## config.mk

```make
export PLATFORM = sky130hd
export DESIGN_NAME = exact_match_route_table_flat
export DESIGN_NICKNAME = d
export VERILOG_FILES = /design/src/sv/emrt_pkg.sv /design/src/sv/emrt_if.sv /design/src/sv/exact_match_route_table.sv /design/src/flat_wrapper.sv
export SDC_FILE = /design/constraint.sdc
export NUM_CORES = 1
export LEC_CHECK = 0
export CORE_ASPECT_RATIO = 0.6
export CORE_MARGIN = 3
export CORE_UTILIZATION = 50
export CTS_BUF_LIST = sky130_fd_sc_hd__clkbuf_8 sky130_fd_sc_hd__clkbuf_16
export CTS_CLUSTER_SIZE = 14
export DETAILED_ROUTE_END_ITERATION = 7
export DONT_BUFFER_PORTS = 1
export GPL_TIMING_DRIVEN = 0
export PLACE_DENSITY = 0.72
export SYNTH_ARGS = -nofsm -noshare
export SYNTH_HDL_FRONTEND = slang
export SYNTH_SLANG_ARGS = --single-unit
```

## constraint.sdc

```tcl
create_clock -name clk -period 12.05 [get_ports clk]
set_input_delay 1.205 -clock clk [delete_from_list [all_inputs] [get_ports clk]]
set_output_delay 1.205 -clock clk [all_outputs]
set_load 0.005 [all_outputs]
```

## src/sv/emrt_pkg.sv

```systemverilog
`timescale 1ns / 1ps
// ----------------------------------------------------------------------------
// emrt_pkg
// Shared widths, codes and types of the exact-match route table.
// ----------------------------------------------------------------------------
package emrt_pkg;

    localparam int DEF_TABLE_DEPTH = 16;
    localparam int CMD_W           = 2;
    localparam int KEY_W           = 32;
    localparam int QUEUE_W         = 8;
    localparam int IP_W            = 32;
    localparam int PORT_W          = 16;
    localparam int STATUS_W        = 3;
    localparam int SLOT_W          = 4;
    localparam int LIMIT_W         = 5;

    localparam logic [LIMIT_W-1:0] MAX_ROUTES_RESET = 5'd16;

    typedef logic [CMD_W-1:0]    cmd_t;
    typedef logic [STATUS_W-1:0] status_t;

    localparam cmd_t CMD_ADD    = 2'd0;
    localparam cmd_t CMD_DELETE = 2'd1;
    localparam cmd_t CMD_LOOKUP = 2'd2;

    localparam status_t ST_INSERTED = 3'd0;
    localparam status_t ST_UPDATED  = 3'd1;
    localparam status_t ST_DELETED  = 3'd2;
    localparam status_t ST_HIT      = 3'd3;
    localparam status_t ST_MISS     = 3'd4;
    localparam status_t ST_FULL     = 3'd5;
    localparam status_t ST_INVALID  = 3'd6;

    // route payload held in the data memory
    typedef struct packed {
        logic [QUEUE_W-1:0] queue_id;
        logic [IP_W-1:0]    hop_ip;
        logic [PORT_W-1:0]  hop_port;
    } entry_t;

    typedef struct packed {
        status_t            status;
        logic [QUEUE_W-1:0] found_queue;
        logic [IP_W-1:0]    found_ip;
        logic [PORT_W-1:0]  found_port;
        logic [SLOT_W-1:0]  slot;
    } result_t;

endpackage

```

## src/sv/emrt_if.sv

```systemverilog
`timescale 1ns / 1ps
// ----------------------------------------------------------------------------
// emrt_if
// Handshake channels of the route table: command, result and limit write.
// ----------------------------------------------------------------------------
interface emrt_req_if;
    import emrt_pkg::*;

    logic               valid;
    logic               ready;
    cmd_t               command;
    logic [KEY_W-1:0]   dest_addr;
    logic [QUEUE_W-1:0] queue_id;
    logic [IP_W-1:0]    hop_ip;
    logic [PORT_W-1:0]  hop_port;

    modport source (output valid, command, dest_addr, queue_id, hop_ip, hop_port,
                    input ready);
    modport sink   (input valid, command, dest_addr, queue_id, hop_ip, hop_port,
                    output ready);
endinterface

interface emrt_rsp_if;
    import emrt_pkg::*;

    logic               valid;
    logic               ready;
    status_t            status;
    logic [QUEUE_W-1:0] found_queue;
    logic [IP_W-1:0]    found_ip;
    logic [PORT_W-1:0]  found_port;
    logic [SLOT_W-1:0]  slot;

    modport source (output valid, status, found_queue, found_ip, found_port, slot,
                    input ready);
    modport sink   (input valid, status, found_queue, found_ip, found_port, slot,
                    output ready);
endinterface

interface emrt_cfg_if;
    import emrt_pkg::*;

    logic               valid;
    logic               ready;
    logic [LIMIT_W-1:0] max_routes;

    modport source (output valid, max_routes, input ready);
    modport sink   (input valid, max_routes, output ready);
endinterface

```

## src/sv/exact_match_route_table.sv

```systemverilog
`timescale 1ns / 1ps
// ----------------------------------------------------------------------------
// exact_match_route_table
// Exact-match route table: add, delete and lookup by destination address.
// ----------------------------------------------------------------------------
//  channel  dir  payload                                          accepted on
//  req      in   command, dest_addr, queue_id, hop_ip, hop_port    valid & ready
//  rsp      out  status, found_queue, found_ip, found_port, slot   valid & ready
//  cfg      in   max_routes                                        valid & ready
//
//  One item at a time. A valid command scans the key memory one entry per
//  cycle over the used range, then decides; a lookup hit adds a data memory
//  read. Rejected items skip the scan and go straight to the output.
//  Reset empties the table at once; entries past the used count are never read.
//  A result waits in the output register; a stalled rsp holds the next result
//  in staging and keeps req not ready.
// ----------------------------------------------------------------------------
module exact_match_route_table #(
    parameter int TABLE_DEPTH = emrt_pkg::DEF_TABLE_DEPTH
) (
    input  logic        clk,
    input  logic        rst_n,
    emrt_req_if.sink    req,
    emrt_rsp_if.source  rsp,
    emrt_cfg_if.sink    cfg
);
    import emrt_pkg::*;

    localparam int CW = $clog2(TABLE_DEPTH + 1);
    localparam int IW = (TABLE_DEPTH > 1) ? $clog2(TABLE_DEPTH) : 1;
    localparam logic [CW-1:0] DEPTH_C = CW'(TABLE_DEPTH);

    localparam logic [2:0] S_IDLE   = 3'd0;
    localparam logic [2:0] S_SCAN   = 3'd1;
    localparam logic [2:0] S_DECIDE = 3'd2;
    localparam logic [2:0] S_LDATA  = 3'd3;
    localparam logic [2:0] S_OUT    = 3'd4;

    logic [2:0]         state_reg, state_next;
    logic [LIMIT_W-1:0] max_routes_reg;
    logic [CW-1:0]      used_reg, used_next;
    logic [CW-1:0]      issue_reg, issue_next;
    logic               cmp_vld_reg, cmp_vld_next;
    logic [IW-1:0]      cmp_idx_reg, cmp_idx_next;
    logic               match_reg, match_next;
    logic [IW-1:0]      match_idx_reg, match_idx_next;
    logic               free_reg, free_next;
    logic [IW-1:0]      free_idx_reg, free_idx_next;
    logic               rsp_valid_reg, rsp_valid_next;

    cmd_t               cmd_reg;
    logic [KEY_W-1:0]   addr_reg;
    entry_t             ent_reg;
    result_t            res_reg, res_next;
    result_t            out_reg;

    // memories
    logic [KEY_W-1:0]   key_mem [0:TABLE_DEPTH-1];
    entry_t             data_mem [0:TABLE_DEPTH-1];
    logic [KEY_W-1:0]   key_rd_reg;
    entry_t             data_rd_reg;

    logic               key_re, key_we, data_we, data_re;
    logic [IW-1:0]      key_wa, data_wa, data_ra;
    logic [KEY_W-1:0]   key_wd;

    logic               req_fire, req_ok, out_load, room;
    logic [IW-1:0]      ins_idx;

    assign req.ready = (state_reg == S_IDLE);
    assign cfg.ready = 1'b1;
    assign req_fire  = req.valid & req.ready;
    assign req_ok    = (req.dest_addr != '0) &&
                       ((req.command == CMD_ADD && req.queue_id != '0) ||
                        req.command == CMD_DELETE || req.command == CMD_LOOKUP);

    // used < min(max_routes, depth); used never exceeds depth
    assign room    = (CW'(used_reg) < DEPTH_C) &&
                     ({{(CW + LIMIT_W){1'b0}}, used_reg} <
                      {{CW{1'b0}}, {CW{1'b0}}, max_routes_reg});
    assign ins_idx = free_reg ? free_idx_reg : used_reg[IW-1:0];

    assign key_re  = (state_reg == S_SCAN) && (issue_reg < used_reg);
    assign out_load = (state_reg == S_OUT) && (!rsp_valid_reg || rsp.ready);

    always_ff @(posedge clk)
    begin
        if (key_we)
        begin
            key_mem[key_wa] <= key_wd;
        end
        if (key_re)
        begin
            key_rd_reg <= key_mem[issue_reg[IW-1:0]];
        end
    end

    always_ff @(posedge clk)
    begin
        if (data_we)
        begin
            data_mem[data_wa] <= ent_reg;
        end
        if (data_re)
        begin
            data_rd_reg <= data_mem[data_ra];
        end
    end

    always_comb
    begin
        state_next     = state_reg;
        used_next      = used_reg;
        issue_next     = issue_reg;
        cmp_vld_next   = 1'b0;
        cmp_idx_next   = cmp_idx_reg;
        match_next     = match_reg;
        match_idx_next = match_idx_reg;
        free_next      = free_reg;
        free_idx_next  = free_idx_reg;
        res_next       = res_reg;
        key_we         = 1'b0;
        key_wa         = match_idx_reg;
        key_wd         = addr_reg;
        data_we        = 1'b0;
        data_wa        = match_idx_reg;
        data_re        = 1'b0;
        data_ra        = match_idx_reg;

        unique case (state_reg)
            S_IDLE:
            begin
                if (req_fire)
                begin
                    issue_next = '0;
                    match_next = 1'b0;
                    free_next  = 1'b0;
                    res_next   = '0;
                    if (req_ok)
                    begin
                        state_next = S_SCAN;
                    end
                    else
                    begin
                        res_next.status = ST_INVALID;
                        state_next      = S_OUT;
                    end
                end
            end
            S_SCAN:
            begin
                if (key_re)
                begin
                    issue_next   = issue_reg + 1'b1;
                    cmp_vld_next = 1'b1;
                    cmp_idx_next = issue_reg[IW-1:0];
                end
                if (cmp_vld_reg)
                begin
                    if (!match_reg && key_rd_reg == addr_reg)
                    begin
                        match_next     = 1'b1;
                        match_idx_next = cmp_idx_reg;
                    end
                    if (!free_reg && key_rd_reg == '0)
                    begin
                        free_next     = 1'b1;
                        free_idx_next = cmp_idx_reg;
                    end
                end
                if (!key_re && !cmp_vld_reg)
                begin
                    state_next = S_DECIDE;
                end
            end
            S_DECIDE:
            begin
                state_next = S_OUT;
                res_next.slot = SLOT_W'(match_idx_reg);
                priority case (cmd_reg)
                    CMD_ADD:
                    begin
                        if (match_reg)
                        begin
                            key_we          = 1'b1;
                            data_we         = 1'b1;
                            res_next.status = ST_UPDATED;
                        end
                        else if (room)
                        begin
                            key_we          = 1'b1;
                            key_wa          = ins_idx;
                            data_we         = 1'b1;
                            data_wa         = ins_idx;
                            res_next.status = ST_INSERTED;
                            res_next.slot   = SLOT_W'(ins_idx);
                            if (!free_reg)
                            begin
                                used_next = used_reg + 1'b1;
                            end
                        end
                        else
                        begin
                            res_next.status = ST_FULL;
                            res_next.slot   = '0;
                        end
                    end
                    CMD_DELETE:
                    begin
                        if (match_reg)
                        begin
                            key_we          = 1'b1;
                            key_wd          = '0;
                            res_next.status = ST_DELETED;
                        end
                        else
                        begin
                            res_next.status = ST_MISS;
                            res_next.slot   = '0;
                        end
                    end
                    CMD_LOOKUP:
                    begin
                        if (match_reg)
                        begin
                            data_re    = 1'b1;
                            state_next = S_LDATA;
                        end
                        else
                        begin
                            res_next.status = ST_MISS;
                            res_next.slot   = '0;
                        end
                    end
                    default:
                    begin
                        res_next.status = ST_INVALID;
                        res_next.slot   = '0;
                    end
                endcase
            end
            S_LDATA:
            begin
                res_next.status      = ST_HIT;
                res_next.found_queue = data_rd_reg.queue_id;
                res_next.found_ip    = data_rd_reg.hop_ip;
                res_next.found_port  = data_rd_reg.hop_port;
                state_next           = S_OUT;
            end
            S_OUT:
            begin
                if (out_load)
                begin
                    state_next = S_IDLE;
                end
            end
            default:
            begin
                state_next = S_IDLE;
            end
        endcase
    end

    always_comb
    begin
        rsp_valid_next = rsp_valid_reg;
        if (out_load)
        begin
            rsp_valid_next = 1'b1;
        end
        else if (rsp.ready)
        begin
            rsp_valid_next = 1'b0;
        end
    end

    always_ff @(posedge clk or negedge rst_n)
    begin
        if (!rst_n)
        begin
            state_reg      <= S_IDLE;
            max_routes_reg <= MAX_ROUTES_RESET;
            used_reg       <= '0;
            issue_reg      <= '0;
            cmp_vld_reg    <= 1'b0;
            match_reg      <= 1'b0;
            free_reg       <= 1'b0;
            rsp_valid_reg  <= 1'b0;
        end
        else
        begin
            state_reg     <= state_next;
            used_reg      <= used_next;
            issue_reg     <= issue_next;
            cmp_vld_reg   <= cmp_vld_next;
            match_reg     <= match_next;
            free_reg      <= free_next;
            rsp_valid_reg <= rsp_valid_next;
            if (cfg.valid && cfg.ready)
            begin
                max_routes_reg <= cfg.max_routes;
            end
        end
    end

    always_ff @(posedge clk)
    begin
        cmp_idx_reg   <= cmp_idx_next;
        match_idx_reg <= match_idx_next;
        free_idx_reg  <= free_idx_next;
        res_reg       <= res_next;
        if (req_fire)
        begin
            cmd_reg           <= req.command;
            addr_reg          <= req.dest_addr;
            ent_reg.queue_id  <= req.queue_id;
            ent_reg.hop_ip    <= req.hop_ip;
            ent_reg.hop_port  <= req.hop_port;
        end
        if (out_load)
        begin
            out_reg <= res_reg;
        end
    end

    assign rsp.valid       = rsp_valid_reg;
    assign rsp.status      = out_reg.status;
    assign rsp.found_queue = out_reg.found_queue;
    assign rsp.found_ip    = out_reg.found_ip;
    assign rsp.found_port  = out_reg.found_port;
    assign rsp.slot        = out_reg.slot;

endmodule

```

## src/flat_wrapper.sv

```systemverilog
// flat-port wrapper written by rule: the top's interface ports become plain ports
module exact_match_route_table_flat import emrt_pkg::*;
#(
    parameter int TABLE_DEPTH = emrt_pkg::DEF_TABLE_DEPTH
)
  (clk, rst_n, req_valid, req_command, req_dest_addr, req_queue_id, req_hop_ip, req_hop_port, req_ready, rsp_valid, rsp_status, rsp_found_queue, rsp_found_ip, rsp_found_port, rsp_slot, rsp_ready, cfg_valid, cfg_max_routes, cfg_ready);
  emrt_req_if req_i ();
  emrt_rsp_if rsp_i ();
  emrt_cfg_if cfg_i ();
  input  logic clk;
  input  logic rst_n;
  input wire logic [$bits(req_i.valid)-1:0] req_valid;
  input wire logic [$bits(req_i.command)-1:0] req_command;
  input wire logic [$bits(req_i.dest_addr)-1:0] req_dest_addr;
  input wire logic [$bits(req_i.queue_id)-1:0] req_queue_id;
  input wire logic [$bits(req_i.hop_ip)-1:0] req_hop_ip;
  input wire logic [$bits(req_i.hop_port)-1:0] req_hop_port;
  output wire logic [$bits(req_i.ready)-1:0] req_ready;
  output wire logic [$bits(rsp_i.valid)-1:0] rsp_valid;
  output wire logic [$bits(rsp_i.status)-1:0] rsp_status;
  output wire logic [$bits(rsp_i.found_queue)-1:0] rsp_found_queue;
  output wire logic [$bits(rsp_i.found_ip)-1:0] rsp_found_ip;
  output wire logic [$bits(rsp_i.found_port)-1:0] rsp_found_port;
  output wire logic [$bits(rsp_i.slot)-1:0] rsp_slot;
  input wire logic [$bits(rsp_i.ready)-1:0] rsp_ready;
  input wire logic [$bits(cfg_i.valid)-1:0] cfg_valid;
  input wire logic [$bits(cfg_i.max_routes)-1:0] cfg_max_routes;
  output wire logic [$bits(cfg_i.ready)-1:0] cfg_ready;
  assign req_i.valid = req_valid;
  assign req_i.command = req_command;
  assign req_i.dest_addr = req_dest_addr;
  assign req_i.queue_id = req_queue_id;
  assign req_i.hop_ip = req_hop_ip;
  assign req_i.hop_port = req_hop_port;
  assign req_ready = req_i.ready;
  assign rsp_valid = rsp_i.valid;
  assign rsp_status = rsp_i.status;
  assign rsp_found_queue = rsp_i.found_queue;
  assign rsp_found_ip = rsp_i.found_ip;
  assign rsp_found_port = rsp_i.found_port;
  assign rsp_slot = rsp_i.slot;
  assign rsp_i.ready = rsp_ready;
  assign cfg_i.valid = cfg_valid;
  assign cfg_i.max_routes = cfg_max_routes;
  assign cfg_ready = cfg_i.ready;
  exact_match_route_table #(.TABLE_DEPTH(TABLE_DEPTH)) u_core (.clk(clk), .rst_n(rst_n), .req(req_i), .rsp(rsp_i), .cfg(cfg_i));
endmodule
```

## Word level (Yosys, flattened, before mapping)

Memory sizes are Yosys's and may differ from the RTL's. A register that Yosys moved wholly into a read port is not among the register bits.
Cells that the tools add are included.

| word-level totals | value |
|---|---|
| register bits after elaboration | 250 |
| bits in writable memories | 1408 |
| input port bits | 100 |
| output and inout port bits | 66 |
| word-level logic and storage cells | 148 |
| memories kept | 2 |

| operators by class | value |
|---|---|
| add/sub/neg operators | 2 |
| order comparisons | 3 |
| eq/ne operators | 17 |
| muxes and demuxes | 56 |
| bitwise operators | 3 |
| reductions and logical operators | 39 |

Memories:

| name | depth | width | read ports | clocked after Yosys merged registers in | write ports | RTL line | source |
|---|---|---|---|---|---|---|---|
| u_core.data_mem | 16 | 56 | 1 | 1 | 1 | exact_match_route_table.sv:59 | `entry_t data_mem [0:TABLE_DEPTH-1];` |
| u_core.key_mem | 16 | 32 | 1 | 1 | 1 | exact_match_route_table.sv:58 | `logic [KEY_W-1:0] key_mem [0:TABLE_DEPTH-1];` |

Operators by type and width:

| cell | number |
|---|---|
| $pmux W56 S2 | 1 |
| $mux W32 | 3 |
| $mux W63 | 1 |
| $mux W3 | 11 |
| $eq A32 B32 Y1 | 1 |
| $logic_not A32 Y1 | 1 |
| $mux W4 | 8 |
| $reduce_bool A32 Y1 | 1 |
| $mux W1 | 21 |
| $pmux W3 S3 | 2 |
| $pmux W4 S2 | 2 |
| $pmux W3 S5 | 1 |
| $reduce_and A3 Y1 | 5 |
| $add A5 B1 Y5 const B | 2 |
| $lt A5 B5 Y1 | 2 |
| $mux W5 | 2 |
| $pmux W5 S2 | 1 |
| $logic_and A1 B1 Y1 | 8 |
| $ne A2 B2 Y1 const B | 4 |
| $reduce_and A4 Y1 | 2 |
| $reduce_bool A2 Y1 | 4 |
| $reduce_bool A8 Y1 | 1 |
| $eq A3 B2 Y1 const B | 2 |
| $ne A2 B1 Y1 const B | 3 |
| other kinds (17) | 31 |

## Longest topological paths before layout

| logic depth | value |
|---|---|
| depth after elaboration | 8 |
| depth in mapped cells | 9 |
| gate-level depth less buffers | 7 |

## Least setup slack after synthesis

OpenSTA, ideal clock, no wires.

| path | value |
|---|---|
| path type | reg2reg |
| start point | register u_core.max_routes_reg[4] |
| end point | memory u_core.data_mem[3][0] (netlist name) (enable) |
| library setup time | 0.470 ns |
| data arrival time | 4.271 ns |
| required time | 11.580 ns |
| slack | 7.309 ns |
| cell stages (with the launch flop) | 9 |
| path buffers | 2 |
| period minus slack after synthesis | 4.741 ns |
| cells stage by stage | dfstp_2 -> inv_1 -> ha_1 -> a211o_1 -> a2111oi_4 -> buf_6 -> buf_4 -> mux2i_1 -> nor2_1 |

| between the ends | value |
|---|---|
| cells in the longest elaborated chain, start to end | 8 |

RTL lines:

| item | RTL line | source |
|---|---|---|
| from (decl) | exact_match_route_table.sv:40 | `logic [LIMIT_W-1:0] max_routes_reg;` |
| from (signal assigned) | exact_match_route_table.sv:301 | `max_routes_reg <= cfg.max_routes;` |
| $lt A5 B5 Y1 (*) | exact_match_route_table.sv:79 | `({{(CW + LIMIT_W){1'b0}}, used_reg} <` |
| $logic_and A1 B1 Y1 (*) | exact_match_route_table.sv:78 | `assign room = (CW'(used_reg) < DEPTH_C) &&` |
| $mux W1 | exact_match_route_table.sv:189 | `else if (room)` |
| $mux W1 | exact_match_route_table.sv:183 | `if (match_reg)` |
| $mux W1 | exact_match_route_table.sv:180 | `priority case (cmd_reg)` |
| $mux W1 | exact_match_route_table.sv:130 | `unique case (state_reg)` |
| $mux W1 | exact_match_route_table.sv:100 | `if (data_we)` |
| $mux W1 (implied by the code) | exact_match_route_table.sv:102 | `data_mem[data_wa] <= ent_reg;` |
| to (decl) | exact_match_route_table.sv:59 |  |

Mark *: on every way between the ends. The rest lies on a longest branch, timed or not.

## Final worst setup path

| path | value |
|---|---|
| start point | register u_core.used_reg[2] |
| end point | memory u_core.key_mem[8][23] (enable) |

| between the ends | value |
|---|---|
| cells in the longest elaborated chain, start to end | 8 |

RTL lines:

| item | RTL line | source |
|---|---|---|
| from (decl) | exact_match_route_table.sv:41 | `logic [CW-1:0] used_reg, used_next;` |
| from (signal assigned) | exact_match_route_table.sv:293 | `used_reg <= used_next;` |
| $lt A5 B5 Y1 (on tied branches) | exact_match_route_table.sv:78, exact_match_route_table.sv:79 |  |
| $logic_and A1 B1 Y1 | exact_match_route_table.sv:78 |  |
| $mux W1 | exact_match_route_table.sv:189 |  |
| $mux W1 | exact_match_route_table.sv:183 |  |
| $pmux W1 S2 | exact_match_route_table.sv:180 |  |
| $mux W1 | exact_match_route_table.sv:130 |  |
| $mux W1 | exact_match_route_table.sv:88 | `if (key_we)` |
| $mux W1 (implied by the code) | exact_match_route_table.sv:90 | `key_mem[key_wa] <= key_wd;` |
| to (decl) | exact_match_route_table.sv:58 |  |

Parallel ways exist; a longest one is shown, timed or not.

==> results.yml <==
outcome:
  status: "completed"
cts:
  numCtsBuffers: 156
  clock-root-buffer: "clkbuf_16"
  cts_tree: "built"
  ctsHtreeMaxLevel: 4
  post_cts_buffers: 0
  cts_resized: 0
  cts_hold_buf: 0
  clock_latency_ps: 790
  cts_max_path_buffers: 3
  clock_sinks: 1746
  cts.clk_slew.worst_paths_ps: 70
synth:
  synth_top_area_frac: 0.792
  yosysTopAreaCell: "edfxtp_1"
  yosysWarnings: 0
  avgSynthCellArea_um2: 24.1
  netlist_area_um2: 65300
  synth-seq-area-share: 0.801
  syn_inst: 2708
  syn_nets: 2822
  async_flop_share: 0.0126
  synth_common_cells: "edfxtp_1 (1724), mux4_2 (440), clkbuf_1 (63)"
  synth-main-ff-cell: "edfxtp_1"
  synth_edf_count: 1724
  synth_most_common_cell: "edfxtp_1"
  synth_area_leaders: "edfxtp_1 (79%), mux4_2 (15%), dfrtp_1 (0.80%)"
  ys_ff_latch: 1746
  synth_cell_types: 51
worst_setup_path:
  reg2reg_slack_ps: 7840
  cp_slowest_cell: "clkbuf_1"
  reg2regPathDepth: 9
  path_cells: "ha_1, nand2_1, o21ai_1, a21oi_1, o211ai_1, clkbuf_1, a21oi_4, buf_16, buf_16"
  end_kind: "register"
  cp-start-kind: "register"
  crit_arrival_ps: 4720
  path_buf_inv: 3
  cp_common_cell: "buf_16"
  regToRegEndpoint: "u_core.key_mem[8][23]$_DFFE_PP_"
  crit_family: "compound AO/OA/AOI/OAI gates"
  r2r-start: "u_core.used_reg[2]$_DFFE_PN0P_"
  path_class: "register to register"
  cp_data_required_time_ps: 12550
  cp_max_fo: 13
  critPathMaxStageDelay_ps: 1010
final_layout:
  layout-drive-gt1-share: 0.261
  largest_reg_flops: 896
  nNetsFinal: 3041
  area_growth_pct: 13.2
power:
  pwr-share-seq: 0.559
  ir_worst_vdd_v: 0.000175
  clkPwrFrac: 0.344
  p_sw_frac: 0.245
  pwr-share-comb: 0.096
  netSwitchingPower_uw: 3350
  internal_power_uw: 10300
  p_leak_uw: 0.0229
  powerDensity_nw_per_um2: 185
floorplanning:
  die_y_um: 286
  die_w_um: 473
  rows: 102
  core_area_um2: 129000
  die-area_um2: 135000
  start_util: 0.505
  io_pins: 166
place:
  gp_congestion: 0.847
  dpl.hpwl_mm: 94.1
  dpl_worst_slack_ps: 7930
  io_buffers: 0
global_route:
  grt_max_degree: 75
  grt_pass1_vias: 30786
  gr-total-overflow: 0
  grtUsageTotal: 0.228
  grt_pass1_wl_mm: 220
  antenna_found_initial: 12
min_path:
  min_path_type: "input port to asynchronous set/reset pin"
routing:
  vias: 30212
  wl_mm: 153
  drc: 0
  via_per_inst: 6.35
  drt-pass1-iter-count: 7
  wl_per_cell_um: 32.2
  postRouteAntennaNets: 0
  drtIter0Drc: 4472
timing:
  post-route-period-util: 0.350
  hold_violations: 0
  slew-limit-headroom: 0.150
  tightest_slew_ps: 1280
  skew_ps: 40.4
  worst_slack_ps: 7840
  rsz0062_at_grt: "no"
  setup_viol: 0
  fin_crit_ps: 4210
  fmax_mhz: 237
  finalSetupTns_ps: 0
  fin_hold_ws_ps: 125
  final_max_slew_viol_count: 0
job:
  max-cap-violations: 0
## power groups by stage
| stage | Sequential, uW | Clock [uW] | Combinational [uW] |
|---|---|---|---|
| finish | 7660 | 4710 | 1320 |
| global route | 7690 | 5020 | 1390 |
| CTS | 7650 | 4790 | 1320 |
| floorplan | 7630 | 0 | 812 |
| global placement | 7780 | 0 | 1200 |
| detailed placement | 7780 | 0 | 1310 |
## how the worst max path moves through the flow
stage / startpoint / to / slack, ps / cells past startpoint
after global placement: u_core.data_ra[1]$_DFFE_PP_ / u_core.data_mem[2][36]$_DFFE_PP_ / 3710 / 7
after global routing: u_core.used_reg[1]$_DFFE_PN0P_ / u_core.key_mem[10][23]$_DFFE_PP_ / 7640 / 9
final: u_core.used_reg[2]$_DFFE_PN0P_ / u_core.key_mem[8][23]$_DFFE_PP_ / 7840 / 9
after CTS: u_core.used_reg[2]$_DFFE_PN0P_ / u_core.key_mem[14][24]$_DFFE_PP_ / 7880 / 8
after detailed placement: u_core.used_reg[1]$_DFFE_PN0P_ / u_core.key_mem[8][19]$_DFFE_PP_ / 7930 / 9
after floorplan: u_core.max_routes_reg[4]$_DFFE_PN1P_ / u_core.data_mem[3][0]$_DFFE_PP_ / 7310 / 8
## cell families after synthesis
family,after synthesis,synth area share
compound gates,52,0.00532
fa+ha+maj,14,0.00268
mux,469,0.156
other cells,1,0.0000574
buf+inv,144,0.00988
flops,1746,0.801
xor+xnor,36,0.00483
simple gates,246,0.0203
## metrics by stage
| step | total power (uW) | utilization | cells | instance area (um2) |
|---|---|---|---|---|
| 2_1_floorplan | 8440 | - | 2708 | 65300 |
| 3_3_place_gp | 8990 | 0.522 | 4424 | 67500 |
| 3_5_place_dp | 9090 | 0.535 | 4485 | 69200 |
| 4_1_cts | 13800 | 0.572 | 4748 | 74000 |
| 5_1_grt | 14100 | 0.572 | 4755 | 74000 |
| 6_report | 13700 | 0.572 | 4757 | 74000 |
## layer usage
metal  up-vias  global-route usage  routed length (um)  share of wire
met4         2              0.0833                5420          0.035
li1      11938                   -                   -              -
met3       300              0.0498               16000           0.10
met2      2020               0.348               71700           0.47
met5         -                   0                  13       0.000085
met1     15952               0.329               59800           0.39
## area by class of cell
cell class	instances	area [um2]
Fill cell	8910	55400
Sequential cell	1746	52300
Multi-Input combinational cell	818	12700
Clock buffer	161	4010
Tap cell	1716	2150
Timing Repair Buffer	61	1360
Clock inverter	102	785
Buffer	131	597
Inverter	13	53.8
Antenna cell	9	22.5
## worst reg2reg max path: stages, from the launching register on
cell and delay [ps]:
dfrtp_1 480, ha_1 360, nand2_1 50, o21ai_1 310, a21oi_1 190, o211ai_1 740
clkbuf_1 1010, a21oi_4 330, buf_16 290, buf_16 170
## layout by cell type (no fill, tap or decap), types with 20 or more instances in the layout
cell       Yosys  layout
buf_1         20      20
mux2i_1       23      23
nor4_1        25      25
dfrtp_1       21      21
clkbuf_1      63      63
and3_1        59      57
inv_1         13      50
clkbuf_16      0     159
buf_12         0      43
nand2_1       26      25
and2_1        34      34
mux4_2       440     440
nor2_1        57      41
xor2_1        32      32
edfxtp_1    1724    1724
buf_2         36      36
clkinv_1       0      32
Note: power is estimated with default switching activity, not from simulation.
